$ cat src/rtl/cepstral_delta_and_delta_delta_unit_macros.svh
`ifndef CEPSTRAL_DELTA_AND_DELTA_DELTA_UNIT_MACROS_SVH
`define CEPSTRAL_DELTA_AND_DELTA_DELTA_UNIT_MACROS_SVH

// Same-cycle implication, sampled on clk, off while rst_n is low.
`define CDD_ASSERT_SAME(lbl, ante, cons, msg) \
    lbl: assert property (@(posedge clk) disable iff (!rst_n) (ante) |-> (cons)) \
        else $error(msg);

// Next-cycle implication, sampled on clk, off while rst_n is low.
`define CDD_ASSERT_NEXT(lbl, ante, cons, msg) \
    lbl: assert property (@(posedge clk) disable iff (!rst_n) (ante) |=> (cons)) \
        else $error(msg);

`endif

$ cat src/rtl/cdd_pkg.sv
`default_nettype none

package cdd_pkg;

    localparam int COEFF_W     = 16;
    localparam int OUT_IDX_W   = 5;
    // |n| + 5 stays below 2^18 for 16-bit samples
    localparam int MAG_W       = 18;
    // floor(a / 10) == (a * ceil(2^22 / 10)) >> 22 for all a below 2^19
    localparam int RECIP_W     = 19;
    localparam int RECIP_SHIFT = 22;
    localparam logic [RECIP_W-1:0] RECIP_DIV10 = 19'd419431;
    localparam logic [MAG_W-1:0]   ROUND_BIAS  = 18'd5;

    typedef logic signed [COEFF_W-1:0] coeff_t;

    typedef enum logic [2:0] {
        ST_LOAD  = 3'b001,
        ST_PASS1 = 3'b010,
        ST_PASS2 = 3'b100
    } state_t;

endpackage

`default_nettype wire

$ cat src/rtl/cepstral_delta_and_delta_delta_unit.sv
`default_nettype none

// Loads NUM_COEFFS cepstral coefficients (signed Q7.8), one per start beat,
// at one beat per cycle while busy is low. The beat that completes a vector
// raises busy; the unit then makes two passes over its single-port stores:
// one reads the coefficients and writes the deltas, the other reads the
// deltas and emits one result beat per cycle in index order, with
// last_result on the final index. Each pass streams NUM_COEFFS + 4 reads
// through a five-tap window and a three-stage divide-by-ten pipeline. The
// receiver cannot stall: each result is valid for the one cycle that
// result_valid is high.

`include "cepstral_delta_and_delta_delta_unit_macros.svh"

module cepstral_delta_and_delta_delta_unit #(
    parameter int NUM_COEFFS = 26
) (
    input  wire logic                            clk,
    input  wire logic                            rst_n,
    input  wire logic                            start,
    output logic                                 busy,
    input  wire cdd_pkg::coeff_t                 coeff_value,
    output logic                                 result_valid,
    output logic [cdd_pkg::OUT_IDX_W-1:0]        coeff_index,
    output cdd_pkg::coeff_t                      delta_value,
    output cdd_pkg::coeff_t                      delta_delta_value,
    output logic                                 last_result
);

    localparam int IDX_W    = $clog2(NUM_COEFFS);
    localparam int CNT_W    = $clog2(NUM_COEFFS + 5);
    localparam int RD_TOTAL = NUM_COEFFS + 4;

    cdd_pkg::state_t state_reg, state_next;

    logic [IDX_W-1:0] load_count_reg, load_count_next;
    logic [CNT_W-1:0] rd_cnt_reg, rd_cnt_next;
    logic [CNT_W-1:0] rd_k_reg;
    logic             rd_vld_reg;

    cdd_pkg::coeff_t coeff_mem [NUM_COEFFS];
    cdd_pkg::coeff_t delta_mem [NUM_COEFFS];
    cdd_pkg::coeff_t coeff_rd_reg;
    cdd_pkg::coeff_t delta_rd_reg;

    logic             accept;
    logic             rd_issue;
    logic [CNT_W-1:0] rd_pos;
    logic [CNT_W-1:0] rd_clamp;
    logic [IDX_W-1:0] rd_addr;
    logic [CNT_W-1:0] win_k;
    logic             win_vld;
    cdd_pkg::coeff_t  smp_data;

    logic             res_vld;
    logic [IDX_W-1:0] res_idx;
    cdd_pkg::coeff_t  res_center;
    cdd_pkg::coeff_t  res_value;
    logic             res_last;

    assign busy     = (state_reg != cdd_pkg::ST_LOAD);
    assign accept   = start && !busy;
    assign rd_issue = busy && (rd_cnt_reg != CNT_W'(RD_TOTAL));
    assign res_last = (res_idx == IDX_W'(NUM_COEFFS - 1));

    // window position k reads entry k - 2, replicated at both edges
    always_comb
    begin
        rd_pos = rd_cnt_reg - CNT_W'(2);
        if (rd_cnt_reg < CNT_W'(2))
            rd_clamp = '0;
        else if (rd_pos > CNT_W'(NUM_COEFFS - 1))
            rd_clamp = CNT_W'(NUM_COEFFS - 1);
        else
            rd_clamp = rd_pos;
        rd_addr = rd_clamp[IDX_W-1:0];
    end

    always_ff @(posedge clk)
    begin
        if (accept)
            coeff_mem[load_count_reg] <= coeff_value;
        if (rd_issue)
            coeff_rd_reg <= coeff_mem[rd_addr];
    end

    // deltas are written only in the first pass and read only in the second
    always_ff @(posedge clk)
    begin
        if (res_vld && state_reg == cdd_pkg::ST_PASS1)
            delta_mem[res_idx] <= res_value;
        if (rd_issue && state_reg == cdd_pkg::ST_PASS2)
            delta_rd_reg <= delta_mem[rd_addr];
    end

    assign smp_data = (state_reg == cdd_pkg::ST_PASS2) ? delta_rd_reg : coeff_rd_reg;
    assign win_k    = rd_k_reg - CNT_W'(4);
    assign win_vld  = rd_vld_reg && (rd_k_reg >= CNT_W'(4));

    cdd_regress #(
        .IDX_W (IDX_W)
    ) u_regress (
        .clk        (clk),
        .rst_n      (rst_n),
        .smp_vld    (rd_vld_reg),
        .smp_data   (smp_data),
        .win_vld    (win_vld),
        .win_idx    (win_k[IDX_W-1:0]),
        .res_vld    (res_vld),
        .res_idx    (res_idx),
        .res_center (res_center),
        .res_value  (res_value)
    );

    always_comb
    begin
        state_next      = state_reg;
        load_count_next = load_count_reg;
        rd_cnt_next     = rd_issue ? rd_cnt_reg + CNT_W'(1) : rd_cnt_reg;
        unique case (state_reg)
            cdd_pkg::ST_LOAD:
            begin
                if (accept)
                begin
                    if (load_count_reg == IDX_W'(NUM_COEFFS - 1))
                    begin
                        load_count_next = '0;
                        rd_cnt_next     = '0;
                        state_next      = cdd_pkg::ST_PASS1;
                    end
                    else
                    begin
                        load_count_next = load_count_reg + IDX_W'(1);
                    end
                end
            end
            cdd_pkg::ST_PASS1:
            begin
                // last delta written at this edge: start reading deltas
                if (res_vld && res_last)
                begin
                    rd_cnt_next = '0;
                    state_next  = cdd_pkg::ST_PASS2;
                end
            end
            cdd_pkg::ST_PASS2:
            begin
                if (res_vld && res_last)
                begin
                    rd_cnt_next = '0;
                    state_next  = cdd_pkg::ST_LOAD;
                end
            end
            default:
            begin
                state_next = cdd_pkg::ST_LOAD;
            end
        endcase
    end

    always_ff @(posedge clk or negedge rst_n)
    begin
        if (!rst_n)
        begin
            state_reg      <= cdd_pkg::ST_LOAD;
            load_count_reg <= '0;
            rd_cnt_reg     <= '0;
            rd_vld_reg     <= 1'b0;
        end
        else
        begin
            state_reg      <= state_next;
            load_count_reg <= load_count_next;
            rd_cnt_reg     <= rd_cnt_next;
            rd_vld_reg     <= rd_issue;
        end
    end

    always_ff @(posedge clk)
    begin
        if (rd_issue)
            rd_k_reg <= rd_cnt_reg;
    end

    assign result_valid      = res_vld && (state_reg == cdd_pkg::ST_PASS2);
    assign coeff_index       = cdd_pkg::OUT_IDX_W'(res_idx);
    assign delta_value       = res_center;
    assign delta_delta_value = res_value;
    assign last_result       = result_valid && res_last;

    `CDD_ASSERT_NEXT(a_busy_after_full,
        accept && load_count_reg == IDX_W'(NUM_COEFFS - 1), busy,
        "vector complete but unit not busy")
    `CDD_ASSERT_SAME(a_result_when_busy, result_valid, busy, "result beat while loading")
    `CDD_ASSERT_NEXT(a_idle_after_last, result_valid && last_result, !busy,
        "unit still busy after last result")
    `CDD_ASSERT_NEXT(a_results_back_to_back, result_valid && !last_result,
        result_valid && coeff_index == $past(coeff_index) + cdd_pkg::OUT_IDX_W'(1),
        "result beats not consecutive")

endmodule

`default_nettype wire

$ cat src/rtl/cdd_regress.sv
`default_nettype none

module cdd_regress #(
    parameter int IDX_W = 5
) (
    input  wire logic                 clk,
    input  wire logic                 rst_n,
    input  wire logic                 smp_vld,
    input  wire cdd_pkg::coeff_t      smp_data,
    input  wire logic                 win_vld,
    input  wire logic [IDX_W-1:0]     win_idx,
    output logic                      res_vld,
    output logic [IDX_W-1:0]          res_idx,
    output cdd_pkg::coeff_t           res_center,
    output cdd_pkg::coeff_t           res_value
);

    localparam int PROD_W = cdd_pkg::MAG_W + cdd_pkg::RECIP_W;
    localparam int QUOT_W = PROD_W - cdd_pkg::RECIP_SHIFT;

    // tap 0 is the newest stored sample, smp_data is newer still
    cdd_pkg::coeff_t tap_reg [4];

    logic signed [cdd_pkg::COEFF_W:0]   diff_near;
    logic signed [cdd_pkg::COEFF_W:0]   diff_far;
    logic signed [cdd_pkg::COEFF_W+2:0] num;
    logic        [cdd_pkg::COEFF_W+2:0] mag_full;
    logic        [cdd_pkg::MAG_W-1:0]   mag_bias;

    logic                      s1_vld_reg;
    logic [IDX_W-1:0]          s1_idx_reg;
    logic                      s1_neg_reg;
    cdd_pkg::coeff_t           s1_center_reg;
    logic [cdd_pkg::MAG_W-1:0] s1_mag_reg;

    logic                      s2_vld_reg;
    logic [IDX_W-1:0]          s2_idx_reg;
    logic                      s2_neg_reg;
    cdd_pkg::coeff_t           s2_center_reg;
    logic [PROD_W-1:0]         s2_prod_reg;

    logic [QUOT_W-1:0]         quot;
    cdd_pkg::coeff_t           quot_ext;

    logic                      s3_vld_reg;
    logic [IDX_W-1:0]          s3_idx_reg;
    cdd_pkg::coeff_t           s3_center_reg;
    cdd_pkg::coeff_t           s3_value_reg;

    always_ff @(posedge clk)
    begin
        if (smp_vld)
        begin
            tap_reg[0] <= smp_data;
            tap_reg[1] <= tap_reg[0];
            tap_reg[2] <= tap_reg[1];
            tap_reg[3] <= tap_reg[2];
        end
    end

    always_comb
    begin
        diff_near = (cdd_pkg::COEFF_W+1)'(tap_reg[0]) - (cdd_pkg::COEFF_W+1)'(tap_reg[2]);
        diff_far  = (cdd_pkg::COEFF_W+1)'(smp_data) - (cdd_pkg::COEFF_W+1)'(tap_reg[3]);
        num       = (cdd_pkg::COEFF_W+3)'(diff_near) + ((cdd_pkg::COEFF_W+3)'(diff_far) <<< 1);
        mag_full  = num[cdd_pkg::COEFF_W+2] ? (cdd_pkg::COEFF_W+3)'(-num)
                                            : (cdd_pkg::COEFF_W+3)'(num);
        mag_bias  = mag_full[cdd_pkg::MAG_W-1:0] + cdd_pkg::ROUND_BIAS;
        quot      = s2_prod_reg[PROD_W-1:cdd_pkg::RECIP_SHIFT];
        quot_ext  = cdd_pkg::COEFF_W'(quot);
    end

    always_ff @(posedge clk or negedge rst_n)
    begin
        if (!rst_n)
        begin
            s1_vld_reg <= 1'b0;
            s2_vld_reg <= 1'b0;
            s3_vld_reg <= 1'b0;
        end
        else
        begin
            s1_vld_reg <= win_vld;
            s2_vld_reg <= s1_vld_reg;
            s3_vld_reg <= s2_vld_reg;
        end
    end

    always_ff @(posedge clk)
    begin
        s1_idx_reg    <= win_idx;
        s1_neg_reg    <= num[cdd_pkg::COEFF_W+2];
        s1_center_reg <= tap_reg[1];
        s1_mag_reg    <= mag_bias;

        s2_idx_reg    <= s1_idx_reg;
        s2_neg_reg    <= s1_neg_reg;
        s2_center_reg <= s1_center_reg;
        s2_prod_reg   <= PROD_W'(s1_mag_reg) * PROD_W'(cdd_pkg::RECIP_DIV10);

        // quotient fits in 15 bits, so the signed result never saturates
        s3_idx_reg    <= s2_idx_reg;
        s3_center_reg <= s2_center_reg;
        s3_value_reg  <= s2_neg_reg ? -quot_ext : quot_ext;
    end

    assign res_vld    = s3_vld_reg;
    assign res_idx    = s3_idx_reg;
    assign res_center = s3_center_reg;
    assign res_value  = s3_value_reg;

endmodule

`default_nettype wire
$ cat config.mk
export PLATFORM = sky130hd
export DESIGN_NAME = cepstral_delta_and_delta_delta_unit
export DESIGN_NICKNAME = d
export VERILOG_FILES = /design/src/rtl/cdd_pkg.sv /design/src/rtl/cepstral_delta_and_delta_delta_unit.sv /design/src/rtl/cdd_regress.sv
export VERILOG_INCLUDE_DIRS = /design/src /design/src/rtl
export SDC_FILE = /design/constraint.sdc
export NUM_CORES = 2
export LEC_CHECK = 0
export BUFFER_PORTS_ARGS = -buffer_cell sky130_fd_sc_hd__buf_4
export CELL_PAD_IN_SITES_DETAIL_PLACEMENT = 1
export CELL_PAD_IN_SITES_GLOBAL_PLACEMENT = 1
export CORE_MARGIN = 1
export CORE_UTILIZATION = 49
export CTS_BUF_LIST = sky130_fd_sc_hd__clkbuf_8
export CTS_CLUSTER_SIZE = 16
export DETAILED_ROUTE_END_ITERATION = 10
export PLACE_DENSITY = 0.9
export SLEW_MARGIN = 20
export SYNTH_ARGS = -nofsm -noshare
export SYNTH_HDL_FRONTEND = slang
export SYNTH_SLANG_ARGS = --single-unit
$ cat constraint.sdc
create_clock -name clk -period 7.2 [get_ports clk]
set_input_delay 0.36 -clock clk [delete_from_list [all_inputs] [get_ports clk]]
set_output_delay 0.36 -clock clk [all_outputs]
set_load 0.01 [all_outputs]
## Word level (Yosys, flattened, before mapping)

Memory sizes are Yosys's and may differ from the RTL's. A register that Yosys moved wholly into a read port is not among the register bits.
Index checks and enable logic that the tools add are counted.

- Register bits after elaboration: 158
- RAM bits: 896
- Input port bits: 19
- Output and inout port bits: 40
- Logic and storage cells: 82
- Memories kept: 3

Memory list:

| name | words | bits a word | rd ports | clocked after Yosys merged registers in | wr ports | line | text |
|---|---|---|---|---|---|---|---|
| coeff_mem | 26 | 16 | 1 | 1 | 1 | cepstral_delta_and_delta_delta_unit.sv:41 | `cdd_pkg::coeff_t coeff_mem [NUM_COEFFS];` |
| delta_mem | 26 | 16 | 1 | 1 | 1 | cepstral_delta_and_delta_delta_unit.sv:42 | `cdd_pkg::coeff_t delta_mem [NUM_COEFFS];` |
| u_regress.tap_reg | 4 | 16 | 4 | 0 | 4 | cdd_regress.sv:22 | `cdd_pkg::coeff_t tap_reg [4];` |

- $add $sub $neg: 10
- Multipliers: 1
- $lt $le $gt $ge: 3
- Equality and inequality tests: 11
- Mux-type cells: 22
- Reduce and logical (&&, ||, !) cells: 12

Operators with widths:

| kind | count |
|---|---|
| 18-bit by 19-bit multiplier with 37-bit output, second input constant | 1 |
| 5-bit 2-to-1 mux | 7 |
| 16-bit by 16-bit subtractor with 17-bit output | 2 |
| 17-bit by 18-bit adder with 19-bit output | 1 |
| 18-bit by 3-bit adder with 18-bit output, second input constant | 1 |
| 18-bit 2-to-1 mux | 1 |
| 18-bit negation | 1 |
| 16-bit 2-to-1 mux | 1 |
| 15-bit negation with 16-bit output | 1 |
| 15-bit 2-to-1 mux | 1 |
| 3-bit 2-to-1 mux | 4 |
| 5-bit by 1-bit adder with 5-bit output, second input constant | 2 |
| 5-bit == test, second input constant | 2 |
| 5-bit case mux with 2 select lines | 1 |
| 3-bit case mux with 3 select lines | 1 |
| 1-bit logical AND | 8 |
| 1-bit 2-to-1 mux | 6 |
| 5-bit by 3-bit greater-or-equal comparator with 1-bit output, second input constant | 1 |
| 5-bit > comparator, second input constant | 1 |
| 5-bit by 2-bit < comparator with 1-bit output, second input constant | 1 |
| 5-bit != test, second input constant | 1 |
| 5-bit by 2-bit subtractor with 5-bit output, second input constant | 1 |
| 5-bit by 3-bit subtractor with 5-bit output, second input constant | 1 |
| 2-bit by 1-bit != test with 1-bit output, second input constant | 2 |
| 9 further kinds | 10 |

## Logic depth before layout (Yosys ltp)

- Depth after elaboration: 7
- Gate-level depth with buffers: 35
- Depth with buffers taken out: 33

## Hierarchy

A second synthesis with hierarchy kept.

- Cells, all modules: 3,612
- Area, all modules: 47,410.5 um2

By module, submodules not included:

| module | instances | cells an instance | area an instance (um2) | seq. area each (um2) |
|---|---|---|---|---|
| cepstral_delta_and_delta_delta_unit | 1 | 2,500 | 35,043.6 | 26,446.6 |
| cdd_regress | 1 | 1,112 | 12,366.9 | 4,279.1 |

## Worst setup path after synthesis

No wires, ideal clock.

- Path kind: register -> register
- From: register state_reg[1]
- To: register u_regress.s1_mag_reg[16] (netlist name)
- Setup time: 0.072 ns
- Data arrival time: 6.684 ns
- Required time: 7.128 ns
- Slack: 0.444 ns
- Stages on the path, launching flop included: 34
- Path buffers: 2
- Clock period less this slack: 6.756 ns
- Cell sequence: dfrtp_1 nor2_1 and2_1 clkbuf_1 mux2i_1 ha_1 inv_1 fa_1 a21o_1 a21oi_1 o21ai_0 a21oi_1 o21bai_1 a21oi_1 o21a_1 o21ai_0 a31oi_1 xnor2_1 fa_1 ha_1 a21o_1 a21o_1 a21oi_1 mux2i_1 a211oi_4 inv_2 buf_1 mux2i_1 inv_1 ha_1 o211ai_1 or3_1 nor3_1 xnor2_1

- Elaborated cells between the ends (all ways): 7
- Classes of those cells: add/sub (4); eq/ne (1); mux (2)

RTL lines:

| element | line | text |
|---|---|---|
| from (decl) | cepstral_delta_and_delta_delta_unit.sv:34 | `cdd_pkg::state_t state_reg, state_next;` |
| from (signal assigned) | cepstral_delta_and_delta_delta_unit.sv:165 | `state_reg <= cdd_pkg::ST_LOAD;` |
| from (signal assigned) | cepstral_delta_and_delta_delta_unit.sv:172 | `state_reg <= state_next;` |
| 3-bit == test | cepstral_delta_and_delta_delta_unit.sv:96 | `assign smp_data = (state_reg == cdd_pkg::ST_PASS2) ? delta_rd_reg : coeff_rd_reg;` |
| 16-bit 2-to-1 mux | cepstral_delta_and_delta_delta_unit.sv:96 |  |
| 16-bit by 16-bit subtractor with 17-bit output | cdd_regress.sv:64 | `diff_far = (cdd_pkg::COEFF_W+1)'(smp_data) - (cdd_pkg::COEFF_W+1)'(tap_reg[3]);` |
| 17-bit by 18-bit adder with 19-bit output | cdd_regress.sv:65 | `num = (cdd_pkg::COEFF_W+3)'(diff_near) + ((cdd_pkg::COEFF_W+3)'(diff_far) <<< 1);` |
| named net u_regress.num, one bit | cdd_regress.sv:26 | `logic signed [cdd_pkg::COEFF_W+2:0] num;` |
| 18-bit 2-to-1 mux | cdd_regress.sv:66 | `mag_full = num[cdd_pkg::COEFF_W+2] ? (cdd_pkg::COEFF_W+3)'(-num)` |
| 18-bit by 3-bit adder with 18-bit output | cdd_regress.sv:68 | `mag_bias = mag_full[cdd_pkg::MAG_W-1:0] + cdd_pkg::ROUND_BIAS;` |
| named net u_regress.mag_bias, one bit | cdd_regress.sv:28 | `logic [cdd_pkg::MAG_W-1:0] mag_bias;` |
| to (signal assigned) | cdd_regress.sv:94 | `s1_mag_reg <= mag_bias;` |
| to (decl) | cdd_regress.sv:34 | `logic [cdd_pkg::MAG_W-1:0] s1_mag_reg;` |

The timed path passes the listed nets, and every way through them passes these cells.
A chain may end at the register's enable or synchronous reset.

## Final worst setup path

- From: register state_reg[1]
- To: register u_regress.s1_mag_reg[16] (netlist name)

- Cells in the longest elaborated chain, start to end: 7

Ends and longest elaborated chain:

| element | line |
|---|---|
| 3-bit == test (*) | cepstral_delta_and_delta_delta_unit.sv:96 |
| 16-bit 2-to-1 mux (*) | cepstral_delta_and_delta_delta_unit.sv:96 |
| 16-bit by 16-bit subtractor with 17-bit output (*) | cdd_regress.sv:64 |
| 17-bit by 18-bit adder with 19-bit output (*) | cdd_regress.sv:65 |
| 18-bit negation | cdd_regress.sv:66 |
| 18-bit 2-to-1 mux (*) | cdd_regress.sv:66 |
| 18-bit by 3-bit adder with 18-bit output (*) | cdd_regress.sv:68 |
| named net u_regress.mag_bias, one bit | cdd_regress.sv:28 |

The timed path passes the listed nets; every way through them passes the cells marked *.

==> run summary <==
Cell with the most instances after synthesis: edfxtp_1. Layout overhead on the synthesized area: 12.27%. The startpoint identified for the worst register-to-register timing path is state_reg[1]. In the finished design, the share of the clock period the worst path needs comes to 99.50%. Setup violations remaining at the end of the flow were counted as 0. For the net count after synthesis, the log shows 4005.

Across all layers, the routed design uses 33940 vias. Once the floorplan was initialized, standard cells occupied 49.48% of the core. The net count of the finished layout is 4147. The clock reaches the later pin of the worst-skew pair after 0.85 ns. The checks that failed: design-rule violations. The area enclosed by the die boundary was 99060 um2; the relative slew slack was 20.21%.

The number of sinks driven by the clock tree was 1064. In the global route stage, met3 resource usage came out at 6.887%. Row generation in the floorplan step produced 114 rows. Highest-utilization routing layer at the global route stage: met2. Routability-driven placement finished with a final weighted congestion of 0.8685. Synthesis instantiated 85 different standard cells from the library. Cells with a size suffix above 1 make up 12.33% of the layout. The H-tree was split into 4 levels. The via count of the first global-routing pass came out at 36320.

The tools report the largest net degree at the start of global routing as 196. The die is 314.7 um wide. The reported max-cap violation count is 0.

For this block, the routed nets add up to 154500 um of wire. The cell type of the slowest stage on the worst timing path is fa_1. Clock-pin slew was measured on the worst setup and hold paths at 0.07 ns. Using the TritonRoute via totals, the vias-per-cell ratio works out to 6.470. The final-report max-slew violation count is 0, and the hold violation total from the final report is 0.

For met1 alone, demand over resource in global routing was 37.02%. Of the total synthesized cell area, the portion taken by full adders, half adders and majority gates is 9.445%. The cell count after placement is 4921. DRC violation count after routing: 20.

The worst setup path is captured at a flip-flop. Counting flops with a built-in enable in the synthesized netlist gives 933. The worst hold path belongs to the class input port to async pin. Ranked by instance count, the synthesized netlist is headed by edfxtp_1 (933), nand2_1 (520), inv_1 (236). The post-synthesis simple-gate area fraction is 10.97%. The arrival time of data at the critical path endpoint is 7.92 ns, and the share of synthesized flip-flops with an asynchronous set or reset is 1.598%.

The post-route standard cell area excluding fillers is 53810 um2, and the met2 routing resource usage after global routing is 52.10%. The number of port buffers is 58, and the area of placed instances is 50220 um2. The top-area cell type share of the netlist area was 58.46%.

In this run the remaining antenna-violating nets after routing total 0. The clock root buffer was clkbuf_8. TritonCTS built the clock tree. Tracing the worst setup path back leads to its startpoint at state_reg[1]. The number of cells produced by synthesis was 3695. For the first-pass iteration count of the detailed router, the log shows 10.

The most used flip-flop cell after synthesis is edfxtp_1. The fraction of the mapped netlist area in compound gates was 9.981%. The worst setup path is launched from a flip-flop. Multiplexer cells account for 0.3237% of the synthesized area. The final instance count without filler cells came out at 5246. The cell that appears most often on the critical path is a21oi_2. The largest single stage delay on the critical path is 0.56 ns. At the pin with the least slew margin, the transition time is 1.182 ns. The synthesized area per cell was 12.97 um2.

The first global-routing pass estimated 228800 um of wire. The clock skew is 0.03625 ns, and the post-synthesis xor/xnor area fraction is 1.626%. Library cell with the largest summed area after synthesis: edfxtp_1. Summed over all layers, the global routing overflow is 0. The tools report the initial antenna violation count as 3.

For this run, the number of Yosys warnings is 0. The run finished, with violations left. In this run, synthesis produced a sequential element count of 1064. Number of buffers on the longest clock path: 3. The die span in y is 314.7 um, and the placed wire-length estimate is 90520 um. The main combinational cell family by area after synthesis is simple AND/OR/NAND/NOR gates.

In this run the standard cell core region covers 96850 um2. The run gives 7.96 ns as the data required time of the worst path. The number of buffers inserted during clock tree synthesis was 161.

Fill cells in the final layout number 9495. Overall fraction of global-route tracks in use: 31.02%. The cell area after synthesis is 47930 um2.

Based on the critical path, the design can be clocked at up to 0.1396 GHz. In the final routed layout, each cell accounts on average for 29.45 um. The worst path in the final design needs a cycle of 7.164 ns, including I/O delays and setup. The critical path is of the flip-flop to flip-flop type. The detailed router finished its first iteration with 4169 violations. 59 I/O pins were placed.

By area the synthesized netlist is led by edfxtp_1 (58%), fa_1 (4.9%), dfxtp_1 (4.8%). Along the worst path, the maximum fanout reaches 6. The sequential cell area fraction in the yosys report was 64.11%.
-- path summary, 6_finish.rpt --
check	endpoint	slack, ns	depth (start not counted)
max	u_regress.s1_mag_reg[16]	0.04	31
min	state_reg[0]	0.08	2
max reg2reg	u_regress.s1_mag_reg[16]	0.04	31
min reg2reg	u_regress.s2_center_reg[9]	0.32	0
max in group asynchronous	state_reg[1]	5.69	3
min in group clk	u_regress.s2_center_reg[9]	0.32	0
-- kinds of logic after synthesis --
| kind of cell | count (synthesis) |
|---|---|
| fa+ha+maj | 291 |
| simple gates | 1147 |
| compound gates | 640 |
| mux | 15 |
| xor+xnor | 89 |
| flops | 1064 |
| buf+inv | 449 |
-- final cells by class --
| class | count | area [um2] | area share (%) |
|---|---|---|---|
| flip-flops and latches | 1064 | 30730 | 57.11 |
| multi-input cells | 2182 | 15910 | 29.56 |
| clock buffers | 178 | 2450 | 4.553 |
| repair buffers | 191 | 1602 | 2.976 |
| well taps | 1276 | 1597 | 2.967 |
| inverters | 237 | 889.6 | 1.653 |
| clock inverters | 114 | 624.3 | 1.160 |
| diodes | 4 | 10.01 | 0.01860 |
-- per-stage QoR --
stage          setup slack (ns)  hold WS [ns]  util (%)   TNS, ns
3_5_place_dp            -0.4565        0.2508     51.86    -4.327
3_3_place_gp           -0.02275        0.2460     51.82  -0.02921
6_report                0.03630       0.07743     55.56         0
4_1_cts                0.009287       0.02816     55.29         0
2_1_floorplan            0.4436       0.06441         -         0
5_1_grt                 -0.1160       0.09056     55.55   -0.6826
-- per-layer routing --
metal  vias up  share of wire, %
li1      13980                 -
met1     17100                36
met2      2208                49
met3       651               9.2
met4         0               6.0
met5         -                 0
-- critical path, delay by kind of cell, from the launching register on --
kind,cells,cell delay [ns]
mux,3,0.61
compound gates,14,2.83
buf+inv,3,0.29
simple gates,4,0.90
flops,1,0.46
xor+xnor,2,0.32
fa+ha+maj,5,1.67
-- placed cells by master, fill, tap and decap left out, drive strengths merged, types with 100 or more instances in the layout --
cell type / n
fa: 118
or3: 137
nor2: 184
edfxtp: 933
a21oi: 107
dfxtp: 114
buf: 172
ha: 173
a311oi: 100
inv: 301
clkbuf: 178
nand2: 520
o211ai: 131
-- what timing repair did --
action / 4_1_cts / 5_1_grt
gates cloned: 0 / 0
setup endpoints to repair: 16 / 16
gates resized for setup: 11 / 39
setup buffers: 4 / 6
pin swaps: 5 / 10
hold buffers: 19 / 0
hold endpoints to repair: 436 / 0
Power is left out: the tool's default activity adds up to more than one toggle a clock period on the data nets, which glitch-free logic cannot reach.
